`config.mk`:
```
export PLATFORM = sky130hd
export DESIGN_NAME = dpst_ctrl
export DESIGN_NICKNAME = d
export VERILOG_FILES = /design/src/sv/dpst_pkg.sv /design/src/sv/dpst_ctrl.sv
export SDC_FILE = /design/constraint.sdc
export NUM_CORES = 1
export LEC_CHECK = 0
export BUFFER_PORTS_ARGS = -buffer_cell sky130_fd_sc_hd__buf_2
export CAP_MARGIN = 20
export CORE_AREA = 2 2 39 41
export CTS_CLUSTER_DIAMETER = 80
export DETAILED_ROUTE_END_ITERATION = 10
export DIE_AREA = 0 0 41 43
export MAX_ROUTING_LAYER = met4
export SETUP_SLACK_MARGIN = 0.2
export SLEW_MARGIN = 10
export SYNTH_ARGS = -nofsm -noshare
export SYNTH_HDL_FRONTEND = slang
export SYNTH_SLANG_ARGS = --single-unit
```
`constraint.sdc`:
```
create_clock -name clk -period 1.3 [get_ports clk]
set_clock_uncertainty 0.05 [all_clocks]
set_input_delay 0.26 -clock clk [delete_from_list [all_inputs] [get_ports clk]]
set_output_delay 0.26 -clock clk [all_outputs]
set_load 0.005 [all_outputs]
```
`src/sv/dpst_pkg.sv`:
```
`timescale 1ns / 1ps
// ---------------------------------------------------------------------------
// dpst_pkg
// Shared types and constants of the dense Prim spanning tree block.
// ---------------------------------------------------------------------------
package dpst_pkg;

  localparam int DEF_MAX_NODES   = 256;
  localparam int DEF_LENGTH_BITS = 24;
  localparam int EPOCH_BITS      = 8;
  localparam int CFG_IDX_BITS    = 1;
  localparam int CFG_DATA_BITS   = 32;
  localparam int NODE_BITS       = 8;
  localparam int EDGE_LEN_BITS   = 24;
  localparam int TREE_LEN_BITS   = 32;

  localparam logic [CFG_IDX_BITS-1:0] CFG_NODE_COUNT   = 1'b0;
  localparam logic [CFG_IDX_BITS-1:0] CFG_CABLE_BUDGET = 1'b1;

  localparam logic OP_LOAD  = 1'b0;
  localparam logic OP_SOLVE = 1'b1;

  typedef enum logic [2:0] {
    ST_CLEAR,
    ST_IDLE,
    ST_SCAN,
    ST_DRAIN,
    ST_ROUND,
    ST_EMIT
  } dpst_state_t;

  typedef struct packed {
    logic clear_wr;
    logic load;
    logic start;
    logic issue;
    logic round;
    logic emit;
  } dpst_cmd_t;

  typedef struct packed {
    logic clear_last;
    logic scan_last;
    logic any_left;
    logic found;
    logic out_free;
    logic epoch_wrap;
  } dpst_sts_t;

endpackage

```
`src/sv/dpst_ctrl.sv`:
```
`timescale 1ns / 1ps
// ---------------------------------------------------------------------------
// dpst_ctrl
// Sequencer for loads, the Prim scan rounds, result output and store clearing.
// ---------------------------------------------------------------------------
module dpst_ctrl import dpst_pkg::*; (
  input  logic      clk,
  input  logic      rst_n,
  input  logic      in_valid,
  input  logic      in_op,
  output logic      in_rdy,
  input  dpst_sts_t sts,
  output dpst_cmd_t cmd
);

  dpst_state_t state_r, state_nxt;

  always_ff @(posedge clk) begin
    if (!rst_n) begin
      state_r <= ST_CLEAR;
    end else begin
      state_r <= state_nxt;
    end
  end

  always_comb begin
    state_nxt = state_r;
    case (state_r)
      ST_CLEAR: begin
        if (sts.clear_last) state_nxt = ST_IDLE;
      end
      ST_IDLE: begin
        if (in_valid && in_op == OP_SOLVE) state_nxt = ST_SCAN;
      end
      ST_SCAN: begin
        if (sts.scan_last) state_nxt = ST_DRAIN;
      end
      ST_DRAIN: state_nxt = ST_ROUND;
      ST_ROUND: begin
        state_nxt = (sts.any_left && sts.found) ? ST_SCAN : ST_EMIT;
      end
      ST_EMIT: begin
        if (sts.out_free) state_nxt = sts.epoch_wrap ? ST_CLEAR : ST_IDLE;
      end
      default: state_nxt = ST_CLEAR;
    endcase
  end

  always_comb begin
    cmd    = '0;
    in_rdy = 1'b0;
    case (state_r)
      ST_CLEAR: cmd.clear_wr = 1'b1;
      ST_IDLE: begin
        in_rdy    = 1'b1;
        cmd.load  = in_valid && in_op == OP_LOAD;
        cmd.start = in_valid && in_op == OP_SOLVE;
      end
      ST_SCAN:  cmd.issue = 1'b1;
      ST_DRAIN: cmd       = '0;
      ST_ROUND: cmd.round = 1'b1;
      ST_EMIT:  cmd.emit  = sts.out_free;
      default:  cmd       = '0;
    endcase
  end

endmodule

```
==> results.yml <==
status:
  outcome: "complete, but fails checks"
  violations: "negative setup slack"
global_routing:
  grt_overflow: 0
  grt_use_total_pct: 11.2
  grt_pass1_vias: 322
  grt_max_degree: 8
  antenna_found_initial: 0
  grt_pass1_wl_um: 1250
synth:
  syn_nets: 49
  synth.ff_latch_count: 3
  syn_inst: 39
  yosys.area.top_type_share_pct: 19.5
  synth_warnings: 0
  synth_area_sq_um: 308
  yosys.area_share.simple_pct: 42.3
  synth_top_family_by_area: "simple AND/OR/NAND/NOR gates"
  ys_seq_area_share_pct: 19.5
  syn_avg_cell_area_sq_um: 7.89
  synth_cell_types: 26
  synth_xor_area_share_pct: 0
  synthMuxAreaShare_pct: 3.25
  synthTopCellsByArea: "dfxtp_1 (20%), nor3b_2 (8.1%), nor2_1 (6.1%)"
  synth_compound_area_share_pct: 24.8
  yosys.area_share.adder_pct: 0
  post-synth-top-area-cell: "dfxtp_1"
power_and_ir_drop:
  switching_share_pct: 37.6
  clkPwrFrac_pct: 17.4
  power_frac_comb_pct: 63.8
  p_leak_nw: 0.263
  seq_power_share_pct: 18.8
  p_total_uw: 987
  internal-power_uw: 616
  p_sw_uw: 371
  ir_worst_vdd_mv: 0.613
  power_density_nw_per_um2: 1830
clock_network:
  cts_tree: "done"
  htree_levels: 1
  clk_latency_ps: 240
  numCtsBuffers: 3
  cts_num_sinks: 3
  clk_pin_slew_ps: 40
  cts_root_buffer: "clkbuf_4"
  clk_path_buf_depth: 2
  cts_hold_buf: 0
floorplan:
  die_x_um: 41
  dieArea_sq_um: 1760
  core_area_sq_um: 1380
  ios: 17
  rows: 14
  start_util_pct: 22.2
  die_y_um: 43
route:
  drc: 0
  antenna_left: 0
  num_vias: 376
  drt_iter0_drc: 3
  vias_per_cell: 4.53
  avgRoutedWirePerCell_um: 9.94
  wirelength_um: 825
  dr.pass1.iters: 4
critical_path:
  worst_setup_path_end_kind: "output port"
  arrival_ps: 1110
  crit_type: "flop to output port"
  critPathMaxStageDelay_ps: 360
  path_delay_family: "simple AND/OR/NAND/NOR gates"
  reg2reg_from: "state_r[1]$_SDFFE_PN0P_"
  regToRegSetupSlack_ps: -80
  crit_path_max_fanout: 7
  cp_slowest_cell: "dfxtp_4"
  rr_endpoint: "state_r[0]$_SDFFE_PN0P_"
  startpoint: "state_r[2]$_SDFFE_PN0P_"
  cp-start-kind: "flop"
  cp_num_buf_inv: 1
  cp_cell_sequence: "nor3b_4 -> and3_1 -> buf_2"
  reg2reg_depth: 6
  worstPathRequired_ps: 990
place:
  dp.cells: 71
  placed_area_sq_um: 415
  routabilityCongestion: 0.736
  io_buffer_count: 16
  dp_hpwl_um: 562
hold_path:
  hold_path_class: "primary input to flop"
  min_path_cells: 3
  worstHoldStart: "rst_n"
  min_to: "state_r[0]$_SDFFE_PN0P_"
final_layout:
  fillers: 153
  largest_reg_flops: 3
  design_area_sq_um: 539
  final_cell_count_no_fill: 83
  final_common_cell: "buf_2"
  areaGrowthSynthToFinish_pct: 75.2
  final_nets: 78
  drive_gt1_share_pct: 65.7
  diodes: 0
  layout_common_cells: "buf_2 (16), buf_4 (9), nor2_1 (4)"
  largest_register: "state_r"
  top_regs: "state_r: 3 flops"
timing:
  setup_viol: 8
  worst_hold_slack_ps: 235
  period_share_pct: 109
  max_slew_margin_pct: 87.5
  rsz0062_at_grt: "true"
  hold_violations: 0
  drv_slew: 0
  worst_slack_ps: -116
  worstMarginPinSlew_ps: 188
  setup-tns-final_ps: -566
  max_freq_ghz: 0.706
  period_needed_ps: 1420
run:
  maxCapViolCount: 0
cells by family after synthesis:
group | count (synthesis)
multiplexers | 1
flip-flops | 3
AND/OR/NAND/NOR | 20
buffers and inverters | 5
AO/OA/AOI/OAI | 10
synthesized netlist by cell type:
cell type	n
o21ai_1	1
o31ai_2	1
buf_2	1
or4_1	1
a21oi_2	1
nor2_1	5
nand4b_1	1
and4b_2	1
nor3_1	2
a21oi_1	2
buf_6	1
and3_1	1
nand2_1	3
nand2b_1	2
inv_1	2
dfxtp_1	3
mux2i_1	1
o2bb2ai_1	1
nor3b_2	2
and2_1	1
a22oi_1	1
a31oi_1	1
buf_4	1
o22ai_2	1
o21ai_0	1
and4bb_1	1
what timing repair did:
item / CTS / global route
resized for setup: 4 / 10
pin swaps: 4 / 6
buffers inserted: 6 / 2
endpoints found under the setup margin: 10 / 10
how the worst max path moves through the flow:
stage / to / slack, ps / depth (start not counted)
4_1_cts: cmd[3] / -130 / 3
3_5_place_dp: state_r[0]$_SDFFE_PN0P_ / 70 / 5
2_1_floorplan: cmd[3] / 140 / 3
6_report: cmd[3] / -120 / 3
5_1_grt: cmd[4] / -190 / 4
3_3_place_gp: state_r[1]$_SDFFE_PN0P_ / 60 / 3
stage by stage:
step | setup slack [ps] | util, %
6_report | -116 | 39.0
5_1_grt | -191 | 39.0
4_1_cts | -128 | 35.4
3_5_place_dp | 68.7 | 30.0
3_3_place_gp | 64.4 | 30.0
2_1_floorplan | 136 | -
worst min-delay path, cell delays in order:
cell     delay (ps)
buf_2           110
nand2_1          60
mux2i_1          60
layer usage:
metal | up-vias | part of all wire (%) | track usage, %
li1 | 200 | - | -
met1 | 162 | 42 | 12.9
met2 | 12 | 49 | 15.9
met3 | 2 | 5.9 | 3.14
met4 | 0 | 2.5 | 8.00
met5 | - | 0 | -
power groups by stage:
stage / Clock [mW] / Combinational [mW] / Sequential, mW
5_1_grt: 0.184 / 0.695 / 0.190
6_report: 0.171 / 0.630 / 0.186
2_1_floorplan: 0 / 0.357 / 0.153
3_3_place_gp: 0 / 0.441 / 0.192
3_5_place_dp: 0 / 0.446 / 0.189
4_1_cts: 0.176 / 0.530 / 0.181
area by class of cell:
cell class | instances | area [sq um] | area share [%]
multi-input cells | 31 | 246 | 45.7
flip-flops and latches | 3 | 68.8 | 12.8
clock buffers | 4 | 26.3 | 4.87
repair buffers | 27 | 170 | 31.6
inverters | 2 | 7.51 | 1.39
well taps | 16 | 20.0 | 3.71
Power figures use the tool's default switching activity.
